File: src/hdl/kpvb_pkg.sv
// Shared types, constants and the microcode program of the Kalman filter block.
`default_nettype none

package kpvb_pkg;

  // Word format: signed Q15.32
  localparam int WORD_W   = 48;
  localparam int FRAC     = 32;
  localparam int PROD_W   = 2 * WORD_W;
  localparam int DVD_W    = WORD_W + FRAC;
  localparam int MCH_W    = 16;
  localparam int MCH_N    = (WORD_W + MCH_W - 1) / MCH_W;
  localparam int MCNT_W   = $clog2(MCH_N);
  localparam int DCNT_W   = $clog2(DVD_W);

  // Register file and microcode geometry
  localparam int RF_AW    = 5;
  localparam int RF_DEPTH = 1 << RF_AW;
  localparam int SRC_W    = RF_AW + 1;
  localparam int PC_W     = 7;

  // Configuration register fields
  localparam int TS_W      = 33;
  localparam int NS_W      = 47;
  localparam int CFG_IDX_W = 2;

  localparam logic [CFG_IDX_W-1:0] CFG_TIME_STEP  = CFG_IDX_W'(0);
  localparam logic [CFG_IDX_W-1:0] CFG_ACCEL_SIG  = CFG_IDX_W'(1);
  localparam logic [CFG_IDX_W-1:0] CFG_BIAS_SIG   = CFG_IDX_W'(2);
  localparam logic [CFG_IDX_W-1:0] CFG_MEAS_VAR   = CFG_IDX_W'(3);

  localparam logic [TS_W-1:0] TS_RST = TS_W'(64'd42949673);
  localparam logic [NS_W-1:0] SA_RST = NS_W'(64'd4294967296);
  localparam logic [NS_W-1:0] SB_RST = NS_W'(64'd42949673);
  localparam logic [NS_W-1:0] RV_RST = NS_W'(64'd10737418);

  // Fixed-point constants
  localparam logic [WORD_W-1:0] Q_ONE  = WORD_W'(64'd1 << FRAC);
  localparam logic [WORD_W-1:0] Q_HALF = WORD_W'(64'd1 << (FRAC - 1));
  localparam logic [WORD_W-1:0] WMAX   = {1'b0, {(WORD_W-1){1'b1}}};
  localparam logic [WORD_W-1:0] WMIN   = {1'b1, {(WORD_W-1){1'b0}}};

  // Register file slots: filter state
  localparam logic [SRC_W-1:0] R_POS   = SRC_W'(0);
  localparam logic [SRC_W-1:0] R_VEL   = SRC_W'(1);
  localparam logic [SRC_W-1:0] R_BIAS  = SRC_W'(2);
  localparam logic [SRC_W-1:0] R_CPP   = SRC_W'(3);
  localparam logic [SRC_W-1:0] R_CPV   = SRC_W'(4);
  localparam logic [SRC_W-1:0] R_CPB   = SRC_W'(5);
  localparam logic [SRC_W-1:0] R_CVV   = SRC_W'(6);
  localparam logic [SRC_W-1:0] R_CVB   = SRC_W'(7);
  localparam logic [SRC_W-1:0] R_CBB   = SRC_W'(8);
  // Register file slots: scratch
  localparam logic [SRC_W-1:0] R_DT2   = SRC_W'(9);
  localparam logic [SRC_W-1:0] R_DT3   = SRC_W'(10);
  localparam logic [SRC_W-1:0] R_DT4   = SRC_W'(11);
  localparam logic [SRC_W-1:0] R_H     = SRC_W'(12);
  localparam logic [SRC_W-1:0] R_EA    = SRC_W'(13);
  localparam logic [SRC_W-1:0] R_PP    = SRC_W'(14);
  localparam logic [SRC_W-1:0] R_VP    = SRC_W'(15);
  localparam logic [SRC_W-1:0] R_T0    = SRC_W'(16);
  localparam logic [SRC_W-1:0] R_T1    = SRC_W'(17);
  localparam logic [SRC_W-1:0] R_A11   = SRC_W'(18);
  localparam logic [SRC_W-1:0] R_A12   = SRC_W'(19);
  localparam logic [SRC_W-1:0] R_A13   = SRC_W'(20);
  localparam logic [SRC_W-1:0] R_A22   = SRC_W'(21);
  localparam logic [SRC_W-1:0] R_A23   = SRC_W'(22);
  localparam logic [SRC_W-1:0] R_M11   = SRC_W'(23);
  localparam logic [SRC_W-1:0] R_M12   = SRC_W'(24);
  localparam logic [SRC_W-1:0] R_M22   = SRC_W'(25);
  localparam logic [SRC_W-1:0] R_M33   = SRC_W'(26);
  localparam logic [SRC_W-1:0] R_SA2   = SRC_W'(27);
  localparam logic [SRC_W-1:0] R_SB2   = SRC_W'(28);
  localparam logic [SRC_W-1:0] R_INNOV = SRC_W'(29);
  localparam logic [SRC_W-1:0] R_S     = SRC_W'(30);
  localparam logic [SRC_W-1:0] R_K1    = SRC_W'(31);
  // gains 2 and 3 reuse slots that are dead by the time the gains are formed
  localparam logic [SRC_W-1:0] R_K2    = SRC_W'(18);
  localparam logic [SRC_W-1:0] R_K3    = SRC_W'(21);

  // External operand sources (top bit set)
  localparam logic [SRC_W-1:0] X_Z     = SRC_W'(32);
  localparam logic [SRC_W-1:0] X_U     = SRC_W'(33);
  localparam logic [SRC_W-1:0] X_DT    = SRC_W'(34);
  localparam logic [SRC_W-1:0] X_SA    = SRC_W'(35);
  localparam logic [SRC_W-1:0] X_SB    = SRC_W'(36);
  localparam logic [SRC_W-1:0] X_RV    = SRC_W'(37);
  localparam logic [SRC_W-1:0] X_ZERO  = SRC_W'(38);
  localparam logic [SRC_W-1:0] X_ONE   = SRC_W'(39);
  localparam logic [SRC_W-1:0] X_HALF  = SRC_W'(40);

  typedef enum logic [3:0] {
    OP_ADD, OP_SUB, OP_MUL, OP_DIV, OP_SHR1, OP_SHR2, OP_JNS, OP_SEED, OP_END
  } op_t;

  typedef enum logic [1:0] {
    OUT_NONE, OUT_POS, OUT_VEL, OUT_BIAS
  } osel_t;

  typedef struct packed {
    op_t              op;
    logic [SRC_W-1:0] dst;
    logic [SRC_W-1:0] srca;
    logic [SRC_W-1:0] srcb;
    osel_t            osel;
    logic [PC_W-1:0]  target;
  } uword_t;

  // Sequencer to datapath control
  typedef struct packed {
    logic             busy;
    logic             alu_start;
    logic             wb;
    logic             done;
    op_t              op;
    logic [SRC_W-1:0] dst;
    logic [SRC_W-1:0] srca;
    logic [SRC_W-1:0] srcb;
    osel_t            osel;
  } ctl_t;

  localparam logic [PC_W-1:0] PC_MAIN = PC_W'(12);

  function automatic uword_t mk(input op_t op, input logic [SRC_W-1:0] d,
                                input logic [SRC_W-1:0] a, input logic [SRC_W-1:0] b,
                                input osel_t o);
    uword_t w;
    w.op     = op;
    w.dst    = d;
    w.srca   = a;
    w.srcb   = b;
    w.osel   = o;
    w.target = '0;
    return w;
  endfunction

  // Microcode program
  function automatic uword_t ucode(input logic [PC_W-1:0] pc);
    uword_t w;
    unique case (pc)
      // dispatch: already seeded goes to the full update
      PC_W'(0): begin
        w = mk(OP_JNS, R_T0, X_ZERO, X_ZERO, OUT_NONE);
        w.target = PC_MAIN;
      end
      // seed item
      PC_W'(1):  w = mk(OP_ADD, R_POS, X_Z, X_ZERO, OUT_POS);
      PC_W'(2):  w = mk(OP_ADD, R_VEL, X_ZERO, X_ZERO, OUT_VEL);
      PC_W'(3):  w = mk(OP_ADD, R_BIAS, X_ZERO, X_ZERO, OUT_BIAS);
      PC_W'(4):  w = mk(OP_ADD, R_CPP, X_ONE, X_ZERO, OUT_NONE);
      PC_W'(5):  w = mk(OP_ADD, R_CPV, X_ZERO, X_ZERO, OUT_NONE);
      PC_W'(6):  w = mk(OP_ADD, R_CPB, X_ZERO, X_ZERO, OUT_NONE);
      PC_W'(7):  w = mk(OP_ADD, R_CVV, X_ONE, X_ZERO, OUT_NONE);
      PC_W'(8):  w = mk(OP_ADD, R_CVB, X_ZERO, X_ZERO, OUT_NONE);
      PC_W'(9):  w = mk(OP_ADD, R_CBB, X_ONE, X_ZERO, OUT_NONE);
      PC_W'(10): w = mk(OP_SEED, R_T0, X_ZERO, X_ZERO, OUT_NONE);
      PC_W'(11): w = mk(OP_END, R_T0, X_ZERO, X_ZERO, OUT_NONE);
      // powers of dt and 0.5*dt^2
      PC_W'(12): w = mk(OP_MUL, R_DT2, X_DT, X_DT, OUT_NONE);
      PC_W'(13): w = mk(OP_MUL, R_DT3, R_DT2, X_DT, OUT_NONE);
      PC_W'(14): w = mk(OP_MUL, R_DT4, R_DT3, X_DT, OUT_NONE);
      PC_W'(15): w = mk(OP_MUL, R_H, X_HALF, R_DT2, OUT_NONE);
      // state prediction
      PC_W'(16): w = mk(OP_SUB, R_EA, X_U, R_BIAS, OUT_NONE);
      PC_W'(17): w = mk(OP_MUL, R_T0, R_VEL, X_DT, OUT_NONE);
      PC_W'(18): w = mk(OP_ADD, R_T0, R_POS, R_T0, OUT_NONE);
      PC_W'(19): w = mk(OP_MUL, R_T1, R_EA, R_H, OUT_NONE);
      PC_W'(20): w = mk(OP_ADD, R_PP, R_T0, R_T1, OUT_NONE);
      PC_W'(21): w = mk(OP_MUL, R_T0, R_EA, X_DT, OUT_NONE);
      PC_W'(22): w = mk(OP_ADD, R_VP, R_VEL, R_T0, OUT_NONE);
      // A*P
      PC_W'(23): w = mk(OP_MUL, R_T0, X_DT, R_CPV, OUT_NONE);
      PC_W'(24): w = mk(OP_ADD, R_T0, R_CPP, R_T0, OUT_NONE);
      PC_W'(25): w = mk(OP_MUL, R_T1, R_H, R_CPB, OUT_NONE);
      PC_W'(26): w = mk(OP_SUB, R_A11, R_T0, R_T1, OUT_NONE);
      PC_W'(27): w = mk(OP_MUL, R_T0, X_DT, R_CVV, OUT_NONE);
      PC_W'(28): w = mk(OP_ADD, R_T0, R_CPV, R_T0, OUT_NONE);
      PC_W'(29): w = mk(OP_MUL, R_T1, R_H, R_CVB, OUT_NONE);
      PC_W'(30): w = mk(OP_SUB, R_A12, R_T0, R_T1, OUT_NONE);
      PC_W'(31): w = mk(OP_MUL, R_T0, X_DT, R_CVB, OUT_NONE);
      PC_W'(32): w = mk(OP_ADD, R_T0, R_CPB, R_T0, OUT_NONE);
      PC_W'(33): w = mk(OP_MUL, R_T1, R_H, R_CBB, OUT_NONE);
      PC_W'(34): w = mk(OP_SUB, R_A13, R_T0, R_T1, OUT_NONE);
      PC_W'(35): w = mk(OP_MUL, R_T0, X_DT, R_CVB, OUT_NONE);
      PC_W'(36): w = mk(OP_SUB, R_A22, R_CVV, R_T0, OUT_NONE);
      PC_W'(37): w = mk(OP_MUL, R_T0, X_DT, R_CBB, OUT_NONE);
      PC_W'(38): w = mk(OP_SUB, R_A23, R_CVB, R_T0, OUT_NONE);
      // (A*P)*A^T
      PC_W'(39): w = mk(OP_MUL, R_T0, R_A12, X_DT, OUT_NONE);
      PC_W'(40): w = mk(OP_ADD, R_T0, R_A11, R_T0, OUT_NONE);
      PC_W'(41): w = mk(OP_MUL, R_T1, R_A13, R_H, OUT_NONE);
      PC_W'(42): w = mk(OP_SUB, R_M11, R_T0, R_T1, OUT_NONE);
      PC_W'(43): w = mk(OP_MUL, R_T0, R_A13, X_DT, OUT_NONE);
      PC_W'(44): w = mk(OP_SUB, R_M12, R_A12, R_T0, OUT_NONE);
      PC_W'(45): w = mk(OP_MUL, R_T0, R_A23, X_DT, OUT_NONE);
      PC_W'(46): w = mk(OP_SUB, R_M22, R_A22, R_T0, OUT_NONE);
      // process noise
      PC_W'(47): w = mk(OP_MUL, R_SA2, X_SA, X_SA, OUT_NONE);
      PC_W'(48): w = mk(OP_MUL, R_SB2, X_SB, X_SB, OUT_NONE);
      PC_W'(49): w = mk(OP_SHR2, R_T0, R_DT4, X_ZERO, OUT_NONE);
      PC_W'(50): w = mk(OP_MUL, R_T0, R_SA2, R_T0, OUT_NONE);
      PC_W'(51): w = mk(OP_ADD, R_M11, R_M11, R_T0, OUT_NONE);
      PC_W'(52): w = mk(OP_SHR1, R_T0, R_DT3, X_ZERO, OUT_NONE);
      PC_W'(53): w = mk(OP_MUL, R_T0, R_SA2, R_T0, OUT_NONE);
      PC_W'(54): w = mk(OP_ADD, R_M12, R_M12, R_T0, OUT_NONE);
      PC_W'(55): w = mk(OP_MUL, R_T0, R_SA2, R_DT2, OUT_NONE);
      PC_W'(56): w = mk(OP_ADD, R_M22, R_M22, R_T0, OUT_NONE);
      PC_W'(57): w = mk(OP_MUL, R_T0, R_SB2, R_DT2, OUT_NONE);
      PC_W'(58): w = mk(OP_ADD, R_M33, R_CBB, R_T0, OUT_NONE);
      // innovation and gains
      PC_W'(59): w = mk(OP_SUB, R_INNOV, X_Z, R_PP, OUT_NONE);
      PC_W'(60): w = mk(OP_ADD, R_S, R_M11, X_RV, OUT_NONE);
      PC_W'(61): w = mk(OP_DIV, R_K1, R_M11, R_S, OUT_NONE);
      PC_W'(62): w = mk(OP_DIV, R_K2, R_M12, R_S, OUT_NONE);
      PC_W'(63): w = mk(OP_DIV, R_K3, R_A13, R_S, OUT_NONE);
      // estimate update
      PC_W'(64): w = mk(OP_MUL, R_T0, R_K1, R_INNOV, OUT_NONE);
      PC_W'(65): w = mk(OP_ADD, R_POS, R_PP, R_T0, OUT_POS);
      PC_W'(66): w = mk(OP_MUL, R_T0, R_K2, R_INNOV, OUT_NONE);
      PC_W'(67): w = mk(OP_ADD, R_VEL, R_VP, R_T0, OUT_VEL);
      PC_W'(68): w = mk(OP_MUL, R_T0, R_K3, R_INNOV, OUT_NONE);
      PC_W'(69): w = mk(OP_ADD, R_BIAS, R_BIAS, R_T0, OUT_BIAS);
      // covariance update
      PC_W'(70): w = mk(OP_MUL, R_T0, R_K1, R_M11, OUT_NONE);
      PC_W'(71): w = mk(OP_SUB, R_CPP, R_M11, R_T0, OUT_NONE);
      PC_W'(72): w = mk(OP_MUL, R_T0, R_K1, R_M12, OUT_NONE);
      PC_W'(73): w = mk(OP_SUB, R_CPV, R_M12, R_T0, OUT_NONE);
      PC_W'(74): w = mk(OP_MUL, R_T0, R_K1, R_A13, OUT_NONE);
      PC_W'(75): w = mk(OP_SUB, R_CPB, R_A13, R_T0, OUT_NONE);
      PC_W'(76): w = mk(OP_MUL, R_T0, R_K2, R_M12, OUT_NONE);
      PC_W'(77): w = mk(OP_SUB, R_CVV, R_M22, R_T0, OUT_NONE);
      PC_W'(78): w = mk(OP_MUL, R_T0, R_K2, R_A13, OUT_NONE);
      PC_W'(79): w = mk(OP_SUB, R_CVB, R_A23, R_T0, OUT_NONE);
      PC_W'(80): w = mk(OP_MUL, R_T0, R_K3, R_A13, OUT_NONE);
      PC_W'(81): w = mk(OP_SUB, R_CBB, R_M33, R_T0, OUT_NONE);
      default:   w = mk(OP_END, R_T0, X_ZERO, X_ZERO, OUT_NONE);
    endcase
    return w;
  endfunction

endpackage

`default_nettype wire

File: src/hdl/kpvb_alu.sv
// Saturating fixed-point unit: add, subtract, shift, multi-cycle multiply and divide.
`default_nettype none

module kpvb_alu
  import kpvb_pkg::*;
(
  input  wire logic              clk,
  input  wire logic              rst_n,
  input  wire logic              start,
  input  wire op_t               op,
  input  wire logic [WORD_W-1:0] opnd_a,
  input  wire logic [WORD_W-1:0] opnd_b,
  output logic                   done,
  output logic      [WORD_W-1:0] result
);

  typedef enum logic [2:0] {A_IDLE, A_MUL, A_MFIN, A_DIV, A_DFIN} ast_t;

  // saturate a magnitude with sign to the word range
  function automatic logic [WORD_W-1:0] sat_mag(input logic neg, input logic [DVD_W-1:0] m);
    logic [WORD_W-1:0] r;
    if (neg) begin
      if (m > DVD_W'({1'b0, WMIN})) r = WMIN;
      else                           r = WORD_W'(DVD_W'(0) - m);
    end else begin
      if (m > DVD_W'(WMAX)) r = WMAX;
      else                  r = WORD_W'(m);
    end
    return r;
  endfunction

  function automatic logic [WORD_W-1:0] sat_add(input logic [WORD_W-1:0] a,
                                                input logic [WORD_W-1:0] b,
                                                input logic sub);
    logic [WORD_W:0] s;
    logic [WORD_W-1:0] r;
    if (sub) s = {a[WORD_W-1], a} - {b[WORD_W-1], b};
    else     s = {a[WORD_W-1], a} + {b[WORD_W-1], b};
    if (s[WORD_W] != s[WORD_W-1]) r = s[WORD_W] ? WMIN : WMAX;
    else                          r = s[WORD_W-1:0];
    return r;
  endfunction

  function automatic logic [WORD_W-1:0] mag(input logic [WORD_W-1:0] a);
    return a[WORD_W-1] ? WORD_W'(0) - a : a;
  endfunction

  ast_t                      st_r;
  logic                      done_r;
  logic [WORD_W-1:0]         res_r;
  logic                      neg_r;
  logic [WORD_W-1:0]         ma_r;
  logic [MCH_N*MCH_W-1:0]    mb_r;
  logic [PROD_W-1:0]         acc_r;
  logic [DCNT_W-1:0]         cnt_r;
  logic [WORD_W-1:0]         ud_r;
  logic [DVD_W-1:0]          dvd_r;
  logic [WORD_W-1:0]         rem_r;
  logic [DVD_W-1:0]          q_r;

  // multiply: one 48x16 partial product per cycle
  logic [7:0]                msh;
  logic [MCH_W-1:0]          mchunk;
  logic [WORD_W+MCH_W-1:0]   mpart;
  logic [PROD_W-1:0]         mpart_sh;
  logic [PROD_W-1:0]         mrnd;
  always_comb begin
    msh      = 8'(cnt_r[MCNT_W-1:0]) * 8'(MCH_W);
    mchunk   = MCH_W'(mb_r >> msh);
    mpart    = ma_r * mchunk;
    mpart_sh = PROD_W'(mpart) << msh;
    mrnd     = acc_r + (PROD_W'(1) << (FRAC - 1));
  end

  // divide: one restoring step per cycle
  logic [WORD_W:0]  rsh;
  logic             dge;
  logic [WORD_W-1:0] rem_nxt;
  always_comb begin
    rsh     = {rem_r, dvd_r[DVD_W-1]};
    dge     = rsh >= {1'b0, ud_r};
    rem_nxt = dge ? WORD_W'(rsh - {1'b0, ud_r}) : rsh[WORD_W-1:0];
  end

  always_ff @(posedge clk) begin
    if (!rst_n) begin
      st_r   <= A_IDLE;
      done_r <= 1'b0;
    end else begin
      done_r <= 1'b0;
      unique case (st_r)
        A_IDLE: begin
          if (start) begin
            unique case (op)
              OP_ADD: begin
                res_r  <= sat_add(opnd_a, opnd_b, 1'b0);
                done_r <= 1'b1;
              end
              OP_SUB: begin
                res_r  <= sat_add(opnd_a, opnd_b, 1'b1);
                done_r <= 1'b1;
              end
              OP_SHR1: begin
                res_r  <= WORD_W'($signed(opnd_a) >>> 1);
                done_r <= 1'b1;
              end
              OP_SHR2: begin
                res_r  <= WORD_W'($signed(opnd_a) >>> 2);
                done_r <= 1'b1;
              end
              OP_MUL: begin
                neg_r <= opnd_a[WORD_W-1] ^ opnd_b[WORD_W-1];
                ma_r  <= mag(opnd_a);
                mb_r  <= (MCH_N*MCH_W)'(mag(opnd_b));
                acc_r <= '0;
                cnt_r <= '0;
                st_r  <= A_MUL;
              end
              OP_DIV: begin
                if (opnd_b == '0) begin
                  // zero divisor gives a zero gain
                  res_r  <= '0;
                  done_r <= 1'b1;
                end else begin
                  neg_r <= opnd_a[WORD_W-1] ^ opnd_b[WORD_W-1];
                  ud_r  <= mag(opnd_b);
                  dvd_r <= {mag(opnd_a), {FRAC{1'b0}}};
                  rem_r <= '0;
                  q_r   <= '0;
                  cnt_r <= '0;
                  st_r  <= A_DIV;
                end
              end
              default: begin
              end
            endcase
          end
        end
        A_MUL: begin
          acc_r <= acc_r + mpart_sh;
          cnt_r <= cnt_r + DCNT_W'(1);
          if (cnt_r == DCNT_W'(MCH_N - 1)) st_r <= A_MFIN;
        end
        A_MFIN: begin
          // round to nearest, ties away from zero, then saturate
          res_r  <= sat_mag(neg_r, DVD_W'(mrnd[PROD_W-1:FRAC]));
          done_r <= 1'b1;
          st_r   <= A_IDLE;
        end
        A_DIV: begin
          rem_r <= rem_nxt;
          q_r   <= {q_r[DVD_W-2:0], dge};
          dvd_r <= {dvd_r[DVD_W-2:0], 1'b0};
          cnt_r <= cnt_r + DCNT_W'(1);
          if (cnt_r == DCNT_W'(DVD_W - 1)) st_r <= A_DFIN;
        end
        A_DFIN: begin
          res_r  <= sat_mag(neg_r, q_r);
          done_r <= 1'b1;
          st_r   <= A_IDLE;
        end
        default: st_r <= A_IDLE;
      endcase
    end
  end

  assign done   = done_r;
  assign result = res_r;

  // a new operation only starts on an idle unit
  a_start_idle: assert property (@(posedge clk) disable iff (!rst_n)
    start |-> st_r == A_IDLE) else $error("alu started while busy");

  // completion is a single-cycle pulse
  a_done_pulse: assert property (@(posedge clk) disable iff (!rst_n)
    done_r |=> !done_r) else $error("alu done held high");

endmodule

`default_nettype wire

File: config.mk
export PLATFORM = sky130hd
export DESIGN_NAME = kpvb_alu
export DESIGN_NICKNAME = d
export VERILOG_FILES = /design/src/hdl/kpvb_pkg.sv /design/src/hdl/kpvb_alu.sv
export SDC_FILE = /design/constraint.sdc
export NUM_CORES = 2
export LEC_CHECK = 0
export BUFFER_PORTS_ARGS = -buffer_cell sky130_fd_sc_hd__buf_2
export CAP_MARGIN = 10
export CORE_MARGIN = 10
export CORE_UTILIZATION = 28
export CTS_CLUSTER_DIAMETER = 30
export CTS_CLUSTER_SIZE = 14
export DETAILED_ROUTE_END_ITERATION = 16
export SYNTH_ARGS = -nofsm -noshare
export SYNTH_HDL_FRONTEND = slang
export SYNTH_SLANG_ARGS = --single-unit
File: constraint.sdc
create_clock -name clk -period 18.15 [get_ports clk]
set_clock_uncertainty 0.15 [all_clocks]
set_input_delay 2.7225 -clock clk [delete_from_list [all_inputs] [get_ports clk]]
set_output_delay 2.7225 -clock clk [all_outputs]
set_load 0.02 [all_outputs]
==> Yosys cells after proc, flatten, opt, wreduce, memory -nomap -nowiden <==
Cells that the tools add are included.
W data, S select, Z words.
{ "op_classes": {"order_cmp": 5, "multipliers": 1, "n_reduce_logical": 19, "shift": 2, "n_addsub": 10, "n_bitwise": 2, "eq_ne": 24, "n_mux": 56} }
{ "ops": {"columns": ["cell", "count"], "rows": [
  ["$mux W48", 18],
  ["$mux W80", 6],
  ["$mux W49", 8],
  ["$pmux W80 S2", 2],
  ["$pmux W48 S5", 1],
  ["$mux W96", 2],
  ["$pmux W96 S2", 1],
  ["$sub A1 B48 Y48 const A", 4],
  ["$pmux W48 S3", 1],
  ["$add A96 B32 Y96 const B", 1],
  ["$add A96 B96 Y96", 1],
  ["$pmux W48 S2", 1],
  ["$shl A64 B6 Y96", 1],
  ["$gt A80 B47 Y1 const B", 1],
  ["$gt A80 B48 Y1 const B", 1],
  ["$gt A64 B47 Y1 const B", 1],
  ["$gt A64 B48 Y1 const B", 1],
  ["$mul A48 B16 Y64", 1],
  ["$add A48 B48 Y49", 1],
  ["$ge A49 B48 Y1", 1],
  ["$sub A48 B48 Y49", 1],
  ["$logic_not A48 Y1", 1],
  ["$shr A48 B6 Y16", 1],
  ["$sub A48 B48 Y48", 1],
  ["other kinds (32)", 61]
]} }
{ "totals": {"input_bits": 103, "wordCells": 131, "register_bits": 508, "output_inout_bits": 49} }

==> Longest topological paths before layout <==
{ "logic_depth": {"word_depth": 10, "mapped_depth": 48, "mapped_depth_nobuf": 43} }

==> Least setup slack after synthesis <==
OpenSTA, ideal clock, no wires.
{ "synth_path": {"path_type": "input to register", "startpoint": "input port opnd_b[1]", "endpoint": "register dvd_r[32], enable pin", "t_required_ps": 17286, "arrival_ps": 11465, "path_stages": 12, "n_path_buf": 0, "path_slack_ps": 5821, "path_cell_list": "inv_1 > ha_1 > nand3_1 > or3_1 > or2_1 > or3_1 > or4_4 > or2_1 > nor2_1 > nor2_1 > nor2_1 > nor2_1"} }
{ "synth_via": {"elab_chain_cells": 3} }
{ "synth_lines": {"columns": ["item", "line_no", "text"], "rows": [
  ["start, declared", "kpvb_alu.sv:12", "input wire logic [WORD_W-1:0] opnd_b,"],
  ["$logic_not A48 Y1", "kpvb_alu.sv:120", "if (opnd_b == '0) begin"],
  ["$ne A2 B2 Y1 (no source line)", null, null],
  ["$reduce_and A5 Y1 (no source line)", null, null],
  ["end signal, assigned", "kpvb_alu.sv:127", "dvd_r <= {mag(opnd_a), {FRAC{1'b0}}};"],
  ["end signal, assigned", "kpvb_alu.sv:153", "dvd_r <= {dvd_r[DVD_W-2:0], 1'b0};"],
  ["end, declared", "kpvb_alu.sv:57", "logic [DVD_W-1:0] dvd_r;"]
]} }
Every way passes these cells.
A chain may end at the register's enable or synchronous reset.

==> Final worst setup path <==
{ "layout_path": {"startpoint": "register cnt_r[1]", "endpoint": "register acc_r[94] (data pin)"} }
{ "layout_via": {"elab_chain_cells": 5} }
{ "layout_lines": {"columns": ["item", "line_no", "text"], "rows": [
  ["start, declared", "kpvb_alu.sv:55", "logic [DCNT_W-1:0] cnt_r;"],
  ["start signal, assigned", "kpvb_alu.sv:141", "cnt_r <= cnt_r + DCNT_W'(1);"],
  ["start signal, assigned", "kpvb_alu.sv:154", "cnt_r <= cnt_r + DCNT_W'(1);"],
  ["$shr A48 B6 Y16", "kpvb_alu.sv:69", "mchunk = MCH_W'(mb_r >> msh);"],
  ["$mul A48 B16 Y64", "kpvb_alu.sv:70", "mpart = ma_r * mchunk;"],
  ["$shl A64 B6 Y96 *", "kpvb_alu.sv:71", "mpart_sh = PROD_W'(mpart) << msh;"],
  ["$add A96 B96 Y96 *", "kpvb_alu.sv:140", "acc_r <= acc_r + mpart_sh;"],
  ["$pmux W96 S2 *", "kpvb_alu.sv:91", "unique case (st_r)"],
  ["end signal, assigned", "kpvb_alu.sv:140", null],
  ["end, declared", "kpvb_alu.sv:54", "logic [PROD_W-1:0] acc_r;"]
]} }
Mark *: on every way between the ends. The rest lies on a longest branch, timed or not.

==> run_results.csv <==
group,metric,value,unit
outcome,status,"finished, final reports clean",
drt,drt_iter0_drc,5711,
synthesis,synth.top_cells.by_area,"edfxtp_1 22%, fa_1 20%, ha_1 7.3%, inv_1 5.4%, nand2_1 5.4%",
synthesis,seq_area_frac_synth,21.8,%
finish,layout_common_cells,"935 x inv_1, 931 x nand2_1, 646 x fa_1, 627 x nor2_1, 472 x edfxtp_1",
global_route,grt_pass1_wl,366000,um
setup_path,cp.arrival,14050,ps
setup_path,crit_path_top_delay_cell,"nor2_2",
clock_network,cts_resized,0,
clock_network,cts_buffers,132,
clock_network,clock_path_buffers,3,
synthesis,syn_nets,8865,
clock_network,ctsHtreeMaxLevel,4,
global_route,grt_max_degree,89,
finish,fin_nets,8800,
synthesis,ys_types,101,
drt,wl_per_cell,22.5,um
die,start_util,28.1,%
finish,fin_util,31.8,%
finish,fin_cells,10800,
flow_run,drv_cap,0,
die,rows,177,
die,dieHeight,503,um
die,die-area,253000,um^2
timing,hold_viol_final,0,
drt,routed-wl-met2,111000,um
finish,final_layout_size_suffix_gt1_share,7.27,%
setup_path,cp_common_cell,"fa_1",
timing,fin_crit,13730,ps
synthesis,syn_avg_cell_area,8.46,um^2
timing,worst_slew_pin_slew,1170,ps
global_route,grt_usage,18.7,%
clock_network,cts.sinks,476,
setup_path,crit_buf_inv,5,
place,gp_congestion,0.949,
global_route,antenna_found_initial,31,
synthesis,yosys.area.top_type,"edfxtp_1",
timing,finalSetupTns,0,ps
setup_path,required,18470,ps
finish,final_common_cell,"inv_1",
place,postPlaceCellArea,69200,um^2
clock_network,clk_latency,780,ps
drt,postRouteAntennaNets,0,
finish,area_growth_syn_to_layout,12.9,%
drt,first_pass_iters,6,
place,port_buffers,151,
synthesis,yosysTopAreaCellShare,21.7,%
setup_path,critical_path.endpoint_type,"register",
drt,remaining_drc_errors,0,
clock_network,post_cts.repair.setup_buffers,0,
place,dp_cells,10600,
synthesis,netlist_instances,7733,
synthesis,synth-seq-cells,476,
timing,fin_ws,4420,ps
synthesis,ys.warnings.count,0,
global_route,gr-total-overflow,0,
setup_path,crit_family,"compound AO/OA/AOI/OAI gates",
drt,maxUsedRoutingLayer,"met5",
global_route,grt_pass1_vias,58100,
min_path,hold_path_class,"register to register",
synthesis,synth-edff-count,472,
power_and_ir_drop,leakagePower,31.3,nW
timing,max_freq,0.0728,GHz
setup_path,critical-path-max-stage-delay,850,ps
timing,hold_slack,359,ps
synthesis,synthFlopType,"edfxtp_1",
synthesis,syn_area,65400,um^2
setup_path,start_kind,"register",
die,coreArea,233000,um^2
timing,setup_viol,0,
die,die_w,503,um
place,place_ws,4720,ps
clock_network,cts-root-buf,"clkbuf_16",
drt,num_vias,58500,
clock_network,cts_hold_buf,0,
drt,drt-total-wl,243000,um
timing,finalCritPeriodShare,75.7,%
power_and_ir_drop,power,10.0,mW
die,io_pins,152,
drt,vias_per_cell,5.40,
timing,finalMaxSlewViolations,0,
timing,relSlewSlack,22.1,%
setup_path,crit_fanout,48,
setup_path,critical_path_class,"register to register",
setup_path,rrSetupSlack,4420,ps
place,place_hpwl,189000,um
synthesis,async_flop_share,0,%
clock_network,clkSlewWorstSetupHoldPaths,40,ps
timing,rsz0062_at_grt,"false",
clock_network,cts_tree,"yes",
finish,final_area,73900,um^2
power_and_ir_drop,p_per_area,136,nW/um^2
drt,wl_met1,103000,um
drt,met3WireLength,20000,um
power_and_ir_drop,vdd_drop_max,161,uV
[final cells by class]
type | count | area, um^2
clock inverter | 92 | 1240
clock buffer | 148 | 3390
timing repair buffer | 228 | 1330
tap | 3043 | 3810
antenna | 13 | 32.5
inverter | 940 | 3530
multi-input combinational | 5890 | 46300
sequential | 476 | 14300
fill | 24200 | 159000
[layer usage]
metal / GRT usage (%) / vias up
li1: - / 26200
met1: 25.2 / 29200
met2: 29.5 / 2579
met3: 3.60 / 477
met4: 7.03 / 12
met5: 0 / -
[registers in the layout (all words and copies together) (netlist names), 48 cells and up]
register / count
mb_r: 48
q_r: 80
ma_r: 48
dvd_r: 48
rem_r: 48
acc_r: 96
ud_r: 48
result: 48
[power breakdown]
group          internal [mW]  switching, mW  total, mW  leakage (nW)
combinational           2.08           4.27       6.35          24.5
clock                   1.63          0.789       2.42          2.23
sequential              1.25         0.0160       1.26          4.50
total                   4.96           5.08       10.0          31.3
[path summary, 6_finish.rpt]
| check | startpoint | end | cells past startpoint |
|---|---|---|---|
| worst max-delay path | cnt_r[1]$_SDFFCE_PN0P_ | acc_r[94]$_SDFFCE_PN0P_ | 38 |
| worst max register to register | cnt_r[1]$_SDFFCE_PN0P_ | acc_r[94]$_SDFFCE_PN0P_ | 38 |
| worst min-delay path | dvd_r[73]$_DFFE_PP_ | dvd_r[74]$_DFFE_PP_ | 2 |
| worst min register to register | dvd_r[73]$_DFFE_PP_ | dvd_r[74]$_DFFE_PP_ | 2 |
[kinds of logic (layout without fill, tap and decap cells)]
kind of cell	after synthesis	count (layout)	share of synthesized area, %
AOI/OAI and AO/OA	1675	1675	16.4
xor gates and xnor gates	444	444	5.97
adders and majority gates	1029	1029	27.1
buffers and inverters	1367	1408	7.92
DFF	476	476	21.8
muxes	80	80	1.26
other	0	13	0
and+or+nand+nor	2662	2662	19.5
[worst reg2reg max path, delay by kind of cell, from the launching register on]
family,cells,cell delay (ps)
AO/OA/AOI/OAI,13,4940
adder cells (fa/ha/maj),8,3710
AND/OR/NAND/NOR,8,2520
buffers and inverters,5,850
multiplexers,3,730
flip-flops,1,340
XOR/XNOR,1,250
[cells in the mapped netlist, drive strengths merged, types with 30 or more instances]
cell type	number
a211oi	30
a21o	157
a21oi	474
a221oi	63
a31oi	70
and2	288
and3	131
buf	51
clkbuf	376
edfxtp	472
fa	646
ha	383
inv	936
mux2i	62
nand2	933
nand2b	58
nand3	142
nand4	110
nor2	634
nor2b	49
nor3	93
nor4	64
o211ai	35
o21a	51
o21ai	391
o21bai	78
o221ai	33
o22ai	33
o31ai	62
or2	30
or3	48
xnor2	306
xor2	137
Power figures use the tool's default switching activity.
